File: config.mk
export PLATFORM = sky130hd
export DESIGN_NAME = ipd_frame_deframer_flat
export DESIGN_NICKNAME = d
export VERILOG_FILES = /design/src/rtl/ipd_pkg.sv /design/src/rtl/ipd_if.sv /design/src/rtl/ipd_frame_deframer.sv /design/src/rtl/ipd_cfg_regs.sv /design/src/rtl/ipd_parser.sv /design/src/flat_wrapper.sv
export VERILOG_INCLUDE_DIRS = /design/src /design/src/rtl
export SDC_FILE = /design/constraint.sdc
export NUM_CORES = 1
export LEC_CHECK = 0
export BUFFER_PORTS_ARGS = -buffer_cell sky130_fd_sc_hd__buf_2
export CORE_UTILIZATION = 45
export DETAILED_ROUTE_END_ITERATION = 16
export HOLD_SLACK_MARGIN = 0.02
export PLACE_DENSITY = 0.66
export SYNTH_ARGS = -nofsm -noshare
export SYNTH_HDL_FRONTEND = slang
export SYNTH_SLANG_ARGS = --single-unit
File: constraint.sdc
create_clock -name clk -period 5.1 [get_ports clk]
set_input_delay 1.02 -clock clk [delete_from_list [all_inputs] [get_ports clk]]
set_output_delay 1.02 -clock clk [all_outputs]
set_load 0.01 [all_outputs]
File: src/rtl/ipd_frame_deframer_macros.svh
// Assertion helpers for the deframer RTL; ipd_parser includes them.
// Each macro expects clk and arst_n in scope.
`ifndef IPD_FRAME_DEFRAMER_MACROS_SVH
`define IPD_FRAME_DEFRAMER_MACROS_SVH

// Same-cycle implication.
`define IPD_ASSERT_IMPL(label, ante, cons) \
	label: assert property (@(posedge clk) disable iff (!arst_n) (ante) |-> (cons)) \
		else $error("ipd deframer: same-cycle check failed");

// Next-cycle implication.
`define IPD_ASSERT_NEXT(label, ante, cons) \
	label: assert property (@(posedge clk) disable iff (!arst_n) (ante) |=> (cons)) \
		else $error("ipd deframer: next-cycle check failed");

`endif

File: src/rtl/ipd_pkg.sv
`default_nettype none
package ipd_pkg;

	// Parser phase
	typedef enum logic [1:0] {
		PH_HUNT    = 2'd0,
		PH_DIGITS  = 2'd1,
		PH_PAYLOAD = 2'd2
	} ipd_phase_t;

	// Configuration handed to the parser
	typedef struct packed {
		logic [15:0] max_payload;
	} ipd_cfg_t;

	localparam logic [7:0]  CHAR_PLUS  = 8'h2B;
	localparam logic [7:0]  CHAR_COLON = 8'h3A;
	localparam logic [7:0]  CHAR_ZERO  = 8'h30;
	localparam logic [7:0]  CHAR_NINE  = 8'h39;
	localparam logic [15:0] MAX_PAYLOAD_RESET = 16'd1024;
	localparam logic [2:0]  HDR_LAST_POS = 3'd4;

	// Register indexes
	localparam logic REG_MAX_PAYLOAD = 1'b0;

	// Header text "+IPD,"
	function automatic logic [7:0] hdr_char(input logic [2:0] pos);
		logic [7:0] c;
		case (pos)
			3'd0: c = CHAR_PLUS;
			3'd1: c = 8'h49;
			3'd2: c = 8'h50;
			3'd3: c = 8'h44;
			3'd4: c = 8'h2C;
			default: c = CHAR_PLUS;
		endcase
		return c;
	endfunction

endpackage
`default_nettype wire

File: src/rtl/ipd_if.sv
`default_nettype none

// Received byte channel
interface ipd_rx_if;
	logic       valid;
	logic       ready;
	logic [7:0] rx_byte;
	modport source (output valid, output rx_byte, input ready);
	modport sink   (input valid, input rx_byte, output ready);
endinterface

// Deframed result channel
interface ipd_res_if;
	logic        valid;
	logic        ready;
	logic [7:0]  payload_byte;
	logic        byte_valid;
	logic        frame_last;
	logic [15:0] frame_length;
	modport source (output valid, output payload_byte, output byte_valid,
		output frame_last, output frame_length, input ready);
	modport sink   (input valid, input payload_byte, input byte_valid,
		input frame_last, input frame_length, output ready);
endinterface

`default_nettype wire

File: src/rtl/ipd_frame_deframer.sv
// Path: a byte accepted on the input goes through the input register, then the
// result register, before its result, if it makes one, is on the output.
// Throughput: one byte per cycle while the result side is ready; a held result
// stalls the input only once the input register is also full.
// Reset (arst_n low, asynchronous): hunting for the header, counters clear,
// max_payload returns to 1024.
`default_nettype none
module ipd_frame_deframer
	import ipd_pkg::*;
#(
	parameter int MAX_FRAME = 2048
) (
	input  wire logic        clk,
	input  wire logic        arst_n,
	ipd_rx_if.sink           rx_ch,
	ipd_res_if.source        res_ch,
	input  wire logic        psel,
	input  wire logic        penable,
	input  wire logic        pwrite,
	input  wire logic [2:0]  paddr,
	input  wire logic [31:0] pwdata,
	output logic      [31:0] prdata,
	output logic             pready
);

	ipd_cfg_t cfg;

	// Register block
	ipd_cfg_regs u_cfg (
		.clk     (clk),
		.arst_n  (arst_n),
		.psel    (psel),
		.penable (penable),
		.pwrite  (pwrite),
		.paddr   (paddr),
		.pwdata  (pwdata),
		.prdata  (prdata),
		.pready  (pready),
		.cfg     (cfg)
	);

	// Byte parser
	ipd_parser #(
		.MAX_FRAME (MAX_FRAME)
	) u_parser (
		.clk              (clk),
		.arst_n           (arst_n),
		.cfg              (cfg),
		.in_valid         (rx_ch.valid),
		.in_ready         (rx_ch.ready),
		.in_byte          (rx_ch.rx_byte),
		.out_valid        (res_ch.valid),
		.out_ready        (res_ch.ready),
		.out_payload_byte (res_ch.payload_byte),
		.out_byte_valid   (res_ch.byte_valid),
		.out_frame_last   (res_ch.frame_last),
		.out_frame_length (res_ch.frame_length)
	);

endmodule
`default_nettype wire

File: src/rtl/ipd_cfg_regs.sv
`default_nettype none
module ipd_cfg_regs
	import ipd_pkg::*;
(
	input  wire logic        clk,
	input  wire logic        arst_n,
	input  wire logic        psel,
	input  wire logic        penable,
	input  wire logic        pwrite,
	input  wire logic [2:0]  paddr,
	input  wire logic [31:0] pwdata,
	output logic      [31:0] prdata,
	output logic             pready,
	output ipd_cfg_t         cfg
);

	logic [15:0] max_payload_q;
	logic        wr_en;

	assign pready = 1'b1;
	assign wr_en  = psel && penable && pwrite && pready;

	// max_payload register
	always_ff @(posedge clk or negedge arst_n) begin
		if (!arst_n) begin
			max_payload_q <= MAX_PAYLOAD_RESET;
		end else if (wr_en && (paddr[2] == REG_MAX_PAYLOAD)) begin
			max_payload_q <= pwdata[15:0];
		end
	end

	// Read back
	always_comb begin
		prdata = 32'd0;
		if (paddr[2] == REG_MAX_PAYLOAD) begin
			prdata = {16'd0, max_payload_q};
		end
	end

	assign cfg.max_payload = max_payload_q;

endmodule
`default_nettype wire

File: src/rtl/ipd_parser.sv
`default_nettype none
`include "ipd_frame_deframer_macros.svh"
module ipd_parser
	import ipd_pkg::*;
#(
	parameter int MAX_FRAME = 2048
) (
	input  wire logic        clk,
	input  wire logic        arst_n,
	input  ipd_cfg_t         cfg,
	input  wire logic        in_valid,
	output logic             in_ready,
	input  wire logic [7:0]  in_byte,
	output logic             out_valid,
	input  wire logic        out_ready,
	output logic      [7:0]  out_payload_byte,
	output logic             out_byte_valid,
	output logic             out_frame_last,
	output logic      [15:0] out_frame_length
);

	localparam logic [19:0] MaxFrameW = 20'(MAX_FRAME);

	// Input stage
	logic       valid_s1;
	logic [7:0] byte_s1;

	// Parser state
	ipd_phase_t  phase_q, phase_d;
	logic [2:0]  match_q, match_d;
	logic [15:0] dlen_q, dlen_d;
	logic [15:0] remain_q, remain_d;
	logic [15:0] deliv_q, deliv_d;

	// Result register
	logic        res_valid_q;
	logic [7:0]  res_byte_q;
	logic        res_bvalid_q;
	logic        res_last_q;
	logic [15:0] res_len_q;

	logic        advance;
	logic        is_digit;
	logic [19:0] dlen_next;
	logic [2:0]  hunt_pos;
	logic        hunt_hit;
	logic        give;
	logic [15:0] deliv_inc;
	logic [15:0] remain_dec;
	logic        pay_last;

	logic        has_res;
	logic [7:0]  res_byte_d;
	logic        res_bvalid_d;
	logic        res_last_d;
	logic [15:0] res_len_d;

	assign advance  = valid_s1 && (!res_valid_q || out_ready);
	assign in_ready = !valid_s1 || advance;

	// Input register
	always_ff @(posedge clk or negedge arst_n) begin
		if (!arst_n) begin
			valid_s1 <= 1'b0;
		end else if (in_ready) begin
			valid_s1 <= in_valid;
		end
	end

	always_ff @(posedge clk) begin
		if (in_ready && in_valid) begin
			byte_s1 <= in_byte;
		end
	end

	// Shared decode
	assign is_digit   = (byte_s1 >= CHAR_ZERO) && (byte_s1 <= CHAR_NINE);
	assign dlen_next  = {1'b0, dlen_q, 3'b000} + {3'b000, dlen_q, 1'b0}
		+ {12'd0, byte_s1 - CHAR_ZERO};
	assign hunt_pos   = (phase_q == PH_HUNT) ? match_q : 3'd0;
	assign hunt_hit   = (byte_s1 == hdr_char(hunt_pos));
	assign give       = deliv_q < cfg.max_payload;
	assign deliv_inc  = deliv_q + {15'd0, give};
	assign remain_dec = remain_q - {15'd0, (remain_q != 16'd0)};
	assign pay_last   = (remain_dec == 16'd0);

	// Next state
	always_comb begin
		phase_d  = phase_q;
		match_d  = match_q;
		dlen_d   = dlen_q;
		remain_d = remain_q;
		deliv_d  = deliv_q;
		case (phase_q)
			PH_DIGITS: begin
				if (is_digit) begin
					if (dlen_next > MaxFrameW) begin
						phase_d = PH_HUNT;
						match_d = 3'd0;
						dlen_d  = 16'd0;
					end else begin
						dlen_d = dlen_next[15:0];
					end
				end else if (byte_s1 == CHAR_COLON) begin
					if (dlen_q == 16'd0) begin
						phase_d = PH_HUNT;
						match_d = 3'd0;
					end else begin
						phase_d  = PH_PAYLOAD;
						remain_d = dlen_q;
						deliv_d  = 16'd0;
					end
				end else begin
					// restart hunt; a '+' counts as header start
					phase_d = PH_HUNT;
					match_d = hunt_hit ? 3'd1 : 3'd0;
				end
			end
			PH_PAYLOAD: begin
				deliv_d  = deliv_inc;
				remain_d = remain_dec;
				if (pay_last) begin
					phase_d = PH_HUNT;
					match_d = 3'd0;
				end
			end
			default: begin
				// hunting (unused code behaves the same)
				phase_d = PH_HUNT;
				if (hunt_hit && (hunt_pos == HDR_LAST_POS)) begin
					phase_d = PH_DIGITS;
					match_d = 3'd0;
					dlen_d  = 16'd0;
				end else if (hunt_hit) begin
					match_d = hunt_pos + 3'd1;
				end else begin
					match_d = (byte_s1 == CHAR_PLUS) ? 3'd1 : 3'd0;
				end
			end
		endcase
	end

	// Result generation
	always_comb begin
		has_res      = 1'b0;
		res_byte_d   = 8'd0;
		res_bvalid_d = 1'b0;
		res_last_d   = 1'b0;
		res_len_d    = 16'd0;
		case (phase_q)
			PH_DIGITS: begin
				// empty frame ends at the colon
				if (!is_digit && (byte_s1 == CHAR_COLON) && (dlen_q == 16'd0)) begin
					has_res    = 1'b1;
					res_last_d = 1'b1;
				end
			end
			PH_PAYLOAD: begin
				has_res      = give || pay_last;
				res_byte_d   = give ? byte_s1 : 8'd0;
				res_bvalid_d = give;
				res_last_d   = pay_last;
				res_len_d    = pay_last ? deliv_inc : 16'd0;
			end
			default: begin
				has_res = 1'b0;
			end
		endcase
	end

	// State registers
	always_ff @(posedge clk or negedge arst_n) begin
		if (!arst_n) begin
			phase_q  <= PH_HUNT;
			match_q  <= 3'd0;
			dlen_q   <= 16'd0;
			remain_q <= 16'd0;
			deliv_q  <= 16'd0;
		end else if (advance) begin
			phase_q  <= phase_d;
			match_q  <= match_d;
			dlen_q   <= dlen_d;
			remain_q <= remain_d;
			deliv_q  <= deliv_d;
		end
	end

	// Result register
	always_ff @(posedge clk or negedge arst_n) begin
		if (!arst_n) begin
			res_valid_q <= 1'b0;
		end else if (advance) begin
			res_valid_q <= has_res;
		end else if (out_ready) begin
			res_valid_q <= 1'b0;
		end
	end

	always_ff @(posedge clk) begin
		if (advance && has_res) begin
			res_byte_q   <= res_byte_d;
			res_bvalid_q <= res_bvalid_d;
			res_last_q   <= res_last_d;
			res_len_q    <= res_len_d;
		end
	end

	assign out_valid        = res_valid_q;
	assign out_payload_byte = res_byte_q;
	assign out_byte_valid   = res_bvalid_q;
	assign out_frame_last   = res_last_q;
	assign out_frame_length = res_len_q;

	// A result that does not end a frame always carries a byte
	`IPD_ASSERT_IMPL(a_mid_has_byte, res_valid_q && !res_last_q, res_bvalid_q)
	// Length is only reported on the last result
	`IPD_ASSERT_IMPL(a_len_on_last, res_valid_q && !res_last_q, res_len_q == 16'd0)
	// In payload there is always at least one byte still expected
	`IPD_ASSERT_IMPL(a_payload_remain, phase_q == PH_PAYLOAD, remain_q != 16'd0)
	// A produced result shows up on the output
	`IPD_ASSERT_NEXT(a_res_loaded, advance && has_res, res_valid_q)

endmodule
`default_nettype wire

File: src/flat_wrapper.sv
// flat-port wrapper written by rule: the top's interface ports become plain ports
module ipd_frame_deframer_flat import ipd_pkg::*;
#(
	parameter int MAX_FRAME = 2048
)
  (clk, arst_n, psel, penable, pwrite, paddr, pwdata, prdata, pready, rx_ch_valid, rx_ch_rx_byte, rx_ch_ready, res_ch_valid, res_ch_payload_byte, res_ch_byte_valid, res_ch_frame_last, res_ch_frame_length, res_ch_ready);
  ipd_rx_if rx_ch_i ();
  ipd_res_if res_ch_i ();
  input  wire logic clk;
  input  wire logic arst_n;
  input  wire logic psel;
  input  wire logic penable;
  input  wire logic pwrite;
  input  wire logic [2:0] paddr;
  input  wire logic [31:0] pwdata;
  output logic      [31:0] prdata;
  output logic pready;
  input wire logic [$bits(rx_ch_i.valid)-1:0] rx_ch_valid;
  input wire logic [$bits(rx_ch_i.rx_byte)-1:0] rx_ch_rx_byte;
  output wire logic [$bits(rx_ch_i.ready)-1:0] rx_ch_ready;
  output wire logic [$bits(res_ch_i.valid)-1:0] res_ch_valid;
  output wire logic [$bits(res_ch_i.payload_byte)-1:0] res_ch_payload_byte;
  output wire logic [$bits(res_ch_i.byte_valid)-1:0] res_ch_byte_valid;
  output wire logic [$bits(res_ch_i.frame_last)-1:0] res_ch_frame_last;
  output wire logic [$bits(res_ch_i.frame_length)-1:0] res_ch_frame_length;
  input wire logic [$bits(res_ch_i.ready)-1:0] res_ch_ready;
  assign rx_ch_i.valid = rx_ch_valid;
  assign rx_ch_i.rx_byte = rx_ch_rx_byte;
  assign rx_ch_ready = rx_ch_i.ready;
  assign res_ch_valid = res_ch_i.valid;
  assign res_ch_payload_byte = res_ch_i.payload_byte;
  assign res_ch_byte_valid = res_ch_i.byte_valid;
  assign res_ch_frame_last = res_ch_i.frame_last;
  assign res_ch_frame_length = res_ch_i.frame_length;
  assign res_ch_i.ready = res_ch_ready;
  ipd_frame_deframer #(.MAX_FRAME(MAX_FRAME)) u_core (.clk(clk), .arst_n(arst_n), .rx_ch(rx_ch_i), .res_ch(res_ch_i), .psel(psel), .penable(penable), .pwrite(pwrite), .paddr(paddr), .pwdata(pwdata), .prdata(prdata), .pready(pready));
endmodule
==> results of run 1 <==
## layout make-up
type | instances | area (um^2) | share of cell area
Timing Repair Buffer | 82 | 440 | 0.0559
Clock inverter | 3 | 42.5 | 0.00540
Multi-Input combinational cell | 553 | 3950 | 0.502
Inverter | 38 | 143 | 0.0181
Tap cell | 211 | 264 | 0.0335
Clock buffer | 13 | 240 | 0.0305
Sequential cell | 105 | 2800 | 0.355
## cell families after synthesis
kind of cell | count (synthesis) | share of synthesized area
multiplexers | 22 | 0.0343
other | 2 | 0.00105
XOR/XNOR | 23 | 0.0281
buffers and inverters | 87 | 0.0659
flip-flops | 105 | 0.391
adder cells (fa/ha/maj) | 62 | 0.115
AO/OA/AOI/OAI | 192 | 0.183
AND/OR/NAND/NOR | 237 | 0.182
## worst paths after layout
kind	startpoint	end	slack, ps	cells past startpoint
worst max-delay path	u_core.u_parser.remain_q[8]$_DFFE_PN0P_	u_core.u_parser.out_frame_length[2]$_SDFFCE_PN0P_	390	15
worst min-delay path	u_core.u_parser.match_q[0]$_DFFE_PN0P_	u_core.u_parser.match_q[0]$_DFFE_PN0P_	500	1
worst max register to register	u_core.u_parser.remain_q[8]$_DFFE_PN0P_	u_core.u_parser.out_frame_length[2]$_SDFFCE_PN0P_	390	15
worst min register to register	u_core.u_parser.match_q[0]$_DFFE_PN0P_	u_core.u_parser.match_q[0]$_DFFE_PN0P_	500	1
max in group asynchronous	arst_n	u_core.u_parser.remain_q[12]$_DFFE_PN0P_	3300	2
min in group asynchronous	arst_n	u_core.u_parser.valid_s1$_DFFE_PN0N_	800	1
## state kept, by name, indices dropped and copies added, names as in the netlist, 2 cells and up
name	count
u_core.u_cfg.cfg	16
u_core.u_parser.deliv_q	16
u_core.u_parser.dlen_q	16
u_core.u_parser.out_frame_length	16
u_core.u_parser.remain_q	16
u_core.u_parser.byte_s1	8
u_core.u_parser.out_payload_byte	8
u_core.u_parser.match_q	3
u_core.u_parser.phase_q	2
## power by group
| group | internal, W | switching [W] | total, W |
|---|---|---|---|
| Clock | 0.000381 | 0.000294 | 0.000675 |
| Combinational | 0.000173 | 0.000208 | 0.000381 |
| Sequential | 0.000935 | 0.0000880 | 0.00102 |
| Total | 0.00149 | 0.000590 | 0.00208 |
## critical path, stage by stage (launching register included)
cell and delay [ps]:
dfrtp_1 450, or4_4 560, or3_4 370, nor3_2 190, nand3_1 110, ha_1 250, ha_1 240, nor3b_2 210
and2_1 250, o41ai_2 300, a22oi_1 140, or4_4 590, or2_1 250, o21ai_2 70, o211a_1 220, buf_12 190
## synthesized netlist by cell type, types with 3 or more instances
cell and n:
buf_2 4, nand4b_1 3, and2_1 10, nor4_1 13
a21o_1 15, a21oi_1 51, xnor2_1 15, or3_1 3
edfxtp_1 34, o21ai_1 4, o211ai_1 3, and3_1 14
nor2_1 49, or4_1 3, o31ai_1 3, mux2_2 16
ha_1 56, nand4_1 9, xor2_1 8, nand2b_1 11
o22ai_1 18, clkbuf_1 16, nand3_1 30, fa_1 6
clkbuf_8 3, dfrtp_1 70, o21a_1 5, a22o_1 22
nand2_1 43, inv_1 37, o2111ai_1 3, mux2_1 4
nor3_1 15, nor2b_1 5, buf_6 5, o21ai_0 38
buf_4 19, or2_2 4
## stage by stage
stage / setup WS, ps / hold WS, ps
finish: 393 / 496
detailed placement: 293 / 481
global placement: 405 / 474
global route: 79.0 / 529
floorplan: 116 / 458
CTS: 291 / 497
## layer usage
| layer | vias up | share of wire | track usage |
|---|---|---|---|
| met4 | 0 | 0.016 | 0.0810 |
| li1 | 2768 | - | - |
| met2 | 127 | 0.49 | 0.346 |
| met1 | 2706 | 0.46 | 0.262 |
| met5 | - | 0 | 0 |
| met3 | 20 | 0.036 | 0.0246 |
==> results.json, run 1 <==
{
  "critPathKind": "reg -> reg",
  "dp.cells": 989,
  "grt_pass1_vias": 5462,
  "fin_tns_setup_ps": 0,
  "clockBufferDepth": 2,
  "totalPowerFinal_w": 0.00208,
  "synth_area_leaders": "dfrtp_1 (24%), edfxtp_1 (14%), ha_1 (9.8%)",
  "via_count": 5621,
  "stdcell_area_mm2": 0.00788,
  "grt_pass1_wl_um": 26500,
  "maxCapViolCount": 0,
  "p_leak_nw": 3.65,
  "yosysSeqAreaShare": 0.391,
  "ctsHoldBuffers": 0,
  "synthCells": 730,
  "cp.arrival_ps": 4750,
  "synth_edf_count": 34,
  "grt_max_degree": 40,
  "fmax_mhz": 212,
  "stdcell_count": 1005,
  "ios": 111,
  "antenna_found_initial": 0,
  "track_usage": 0.203,
  "fp.dieH_um": 128,
  "placed_area_mm2": 0.00759,
  "root_buffer": "clkbuf_16",
  "peakVddDrop_v": 0.000145,
  "period_share": 0.923,
  "layout_min_cycle_time_ps": 4710,
  "setup.worst_path.end_class": "register",
  "overflow": 0,
  "synth_seq_cells": 105,
  "synthFlopType": "dfrtp_1",
  "layout.cells.most_common": "buf_2",
  "post-cts-setup-buffers": 0,
  "rsz0062_at_grt": "false",
  "synth.distinct_cells": 88,
  "wl_per_cell_um": 15.8,
  "fp.coreArea_mm2": 0.0154,
  "port_buffers": 75,
  "tritoncts": "yes",
  "netlist.area_leader.share": 0.245,
  "n_fill_cell": 1382,
  "power_density_mw_per_mm2": 264,
  "gp_congestion": 0.910,
  "postSynthAreaPerCell_um2": 9.81,
  "area_delta_synth_final_pct": 10.1,
  "cts_inserted_buffers": 9,
  "cp-start-kind": "register",
  "ant_nets": 0,
  "drc": 0,
  "ys_warn_count": 0,
  "finalSetupViolCount": 0,
  "skew_ps": 9.01,
  "firstDrtPassIters": 4,
  "totalWireLength_um": 15900,
  "min_path_type": "reg -> reg",
  "hpwl_um": 11900,
  "finalMaxSlewViolations": 0,
  "final_cell_mix": "buf_2 (75), dfrtp_1 (70), ha_1 (56)",
  "synth_top_area_cell": "dfrtp_1",
  "clk_pin_slew_ps": 70,
  "final_util": 0.513,
  "drt_iter0_drc": 415,
  "cp_max_fo": 27,
  "maxSlewHeadroom": 0.271,
  "diodes": 0,
  "htreeDepth": 3,
  "vias_per_cell": 5.59,
  "run_status": "complete, no violations",
  "cts_resized": 0,
  "clock-sinks": 105,
  "async_reset_ff_frac": 0.676,
  "clock_latency_ps": 340,
  "required_ps": 5150,
  "die_x_um": 128,
  "report.final.hold_viol_count": 0,
  "initial_utilization": 0.466,
  "die-area_mm2": 0.0164,
  "worst_pin_slew_ps": 1090,
  "nets": 901,
  "rows": 45,
  "final_layout_size_suffix_gt1_frac": 0.180,
  "synth_area_mm2": 0.00716
}
Note: power is estimated with default switching activity, not from simulation.
==> run 2, diff against run 1 <==
- SYNTH_HIERARCHICAL: default -> 1
==> run 2 against run 1 <==
Register-to-register slack better by 190 ps. Critical path depth decreased by 1. Global-route usage shrank 1.1 points. Sequential cell count did not move. Design area up 0.11%. Sequential share of layout area is essentially flat. Synthesized cell count is 2.9% higher. Clock-buffer cell count is 2 lower. Core utilization increased by 0.25 points. Critical path type unchanged. Largest power group unchanged. Highest routed layer unchanged.
==> results.json, run 2 <==
{
  "run_status": "complete, no violations",
  "finalMaxSlewViolations": 0,
  "clock_latency_ps": 350,
  "holdPathStages": 1,
  "critPathKind": "reg -> reg",
  "tritoncts": "yes",
  "hpwl_um": 11000,
  "die-area_mm2": 0.0163,
  "ctsHoldBuffers": 0,
  "fp.coreArea_mm2": 0.0153,
  "synth_top_area_cell": "dfrtp_1",
  "grt_max_degree": 44,
  "ios": 111,
  "synthCells": 751,
  "layout.cells.most_common": "buf_2",
  "synthFlopType": "dfrtp_1",
  "clockBufferDepth": 2,
  "grt_pass1_vias": 5069,
  "setup.worst_path.end_class": "register",
  "nets": 926,
  "yosysSeqAreaShare": 0.393,
  "antenna_found_initial": 0,
  "synth_seq_cells": 105,
  "ys_warn_count": 6,
  "synth_most_common_cell": "nand2_1",
  "final_layout_size_suffix_gt1_frac": 0.173,
  "initial_utilization": 0.465,
  "final_util": 0.515,
  "wl_per_cell_um": 14.3,
  "firstDrtPassIters": 5,
  "postSynthAreaPerCell_um2": 9.49,
  "cp_max_fo": 24,
  "rsz0062_at_grt": "false",
  "rows": 45,
  "ant_nets": 0,
  "fp.dieH_um": 128,
  "root_buffer": "clkbuf_16",
  "synth_edf_count": 34,
  "netlist.area_leader.share": 0.246,
  "report.final.hold_viol_count": 0,
  "power_density_mw_per_mm2": 257,
  "diodes": 0,
  "vias_per_cell": 5.36,
  "period_share": 0.885,
  "peakVddDrop_v": 0.000166,
  "fmax_mhz": 222,
  "track_usage": 0.192,
  "drt_iter0_drc": 384,
  "synth_area_mm2": 0.00712,
  "post-cts-setup-buffers": 0,
  "synth_area_leaders": "dfrtp_1 (25%), edfxtp_1 (14%), ha_1 (9.8%)",
  "min_path_type": "reg -> reg",
  "maxSlewHeadroom": 0.299,
  "layout_min_cycle_time_ps": 4510,
  "clk_pin_slew_ps": 70,
  "totalWireLength_um": 14800,
  "fin_tns_setup_ps": 0,
  "required_ps": 5150,
  "cts_resized": 0,
  "overflow": 0,
  "cp.arrival_ps": 4570,
  "cp-start-kind": "register",
  "via_count": 5517,
  "async_reset_ff_frac": 0.676,
  "cts_inserted_buffers": 9,
  "maxCapViolCount": 0,
  "grt_pass1_wl_um": 24900,
  "final_cell_mix": "buf_2 (75), nand2_1 (73), dfrtp_1 (70)",
  "area_delta_synth_final_pct": 10.7,
  "gp_congestion": 0.860,
  "die_x_um": 128,
  "port_buffers": 75,
  "synth.distinct_cells": 80,
  "skew_ps": 7.52,
  "p_leak_nw": 3.74,
  "worst_pin_slew_ps": 1040,
  "clock-sinks": 105,
  "synth_common_cells": "nand2_1 (73), dfrtp_1 (70), ha_1 (56)",
  "drc": 0,
  "finalSetupViolCount": 0,
  "reg2reg_depth": 14,
  "htreeDepth": 3
}
run 2: cell types whose count changed in the layout (fill, tap and decap cells not counted), moves of 9 or more:
cell | previous run | this run
nor2b_1 | 5 | 14
nand2_1 | 43 | 73
a22o_1 | 22 | 0
mux2_4 | 0 | 10
run 2: power breakdown:
group | leakage, nW | internal [W] | switching (W) | total (W)
Clock | 0.123 | 0.000330 | 0.000307 | 0.000637
Sequential | 1.29 | 0.000934 | 0.0000772 | 0.00101
Combinational | 2.32 | 0.000181 | 0.000196 | 0.000377
Total | 3.74 | 0.00144 | 0.000580 | 0.00202
run 2: cell families (layout without fill, tap and decap cells):
family	after synthesis	count (layout)	share of synthesized area
fa+ha+maj	62	62	0.115
simple gates	253	253	0.185
compound gates	188	188	0.171
xor+xnor	27	27	0.0332
other cells	2	17	0.00105
flops	105	105	0.393
buf+inv	91	144	0.0608
mux	23	23	0.0413
run 2: final timing paths:
check                                                   startpoint  slack (ps)                                                 to
min in group asynchronous                                   arst_n         690                    u_core/u_cfg/cfg[7]$_DFFE_PN0P_
max in group asynchronous                                   arst_n        3380             u_core/u_parser/match_q[0]$_DFFE_PN0P_
max reg2reg                u_core/u_parser/remain_q[8]$_DFFE_PN0P_         590  u_core/u_parser/out_payload_byte[3]$_SDFFCE_PN0P_
min                         u_core/u_parser/match_q[1]$_DFFE_PN0P_         500             u_core/u_parser/match_q[1]$_DFFE_PN0P_
max                        u_core/u_parser/remain_q[8]$_DFFE_PN0P_         590  u_core/u_parser/out_payload_byte[3]$_SDFFCE_PN0P_
min reg2reg                 u_core/u_parser/match_q[1]$_DFFE_PN0P_         500             u_core/u_parser/match_q[1]$_DFFE_PN0P_
run 2: area by class of cell:
cell class                      instances  area, um^2
Clock buffer                           11         233
Inverter                               46         173
Tap cell                              211         264
Clock inverter                          5        32.5
Fill cell                            1448        7420
Multi-Input combinational cell        570        3950
Timing Repair Buffer                   82         440
Sequential cell                       105        2800
run 2: stage by stage:
stage	cell area, um^2	cells	setup slack (ps)	total power, W	hold slack [ps]
6_report	7890	1030	587	0.00202	497
5_1_grt	7890	1030	281	0.00214	516
4_1_cts	7890	1030	631	0.00204	501
3_5_place_dp	7620	1014	669	0.00140	485
3_3_place_gp	7620	1014	710	0.00140	478
2_1_floorplan	7180	766	783	0.00131	464
run 2: worst max-delay path, stage by stage (launching register included):
cell and delay (ps):
dfrtp_1 470, nor4_2 440, nand2_1 190, nor3_1 340, nand4_1 140, ha_1 250
ha_1 210, nor3b_2 190, and2_0 270, o41a_1 410, o32ai_1 170, o2111ai_1 310
nor2_1 210, o311a_1 370, buf_12 220
run 2: routing by layer:
layer,track usage,vias up,part of all wire
met3,0.0234,12,0.029
li1,-,2789,-
met1,0.264,2617,0.49
met4,0.0671,0,0.014
met5,0,-,0
met2,0.311,99,0.46
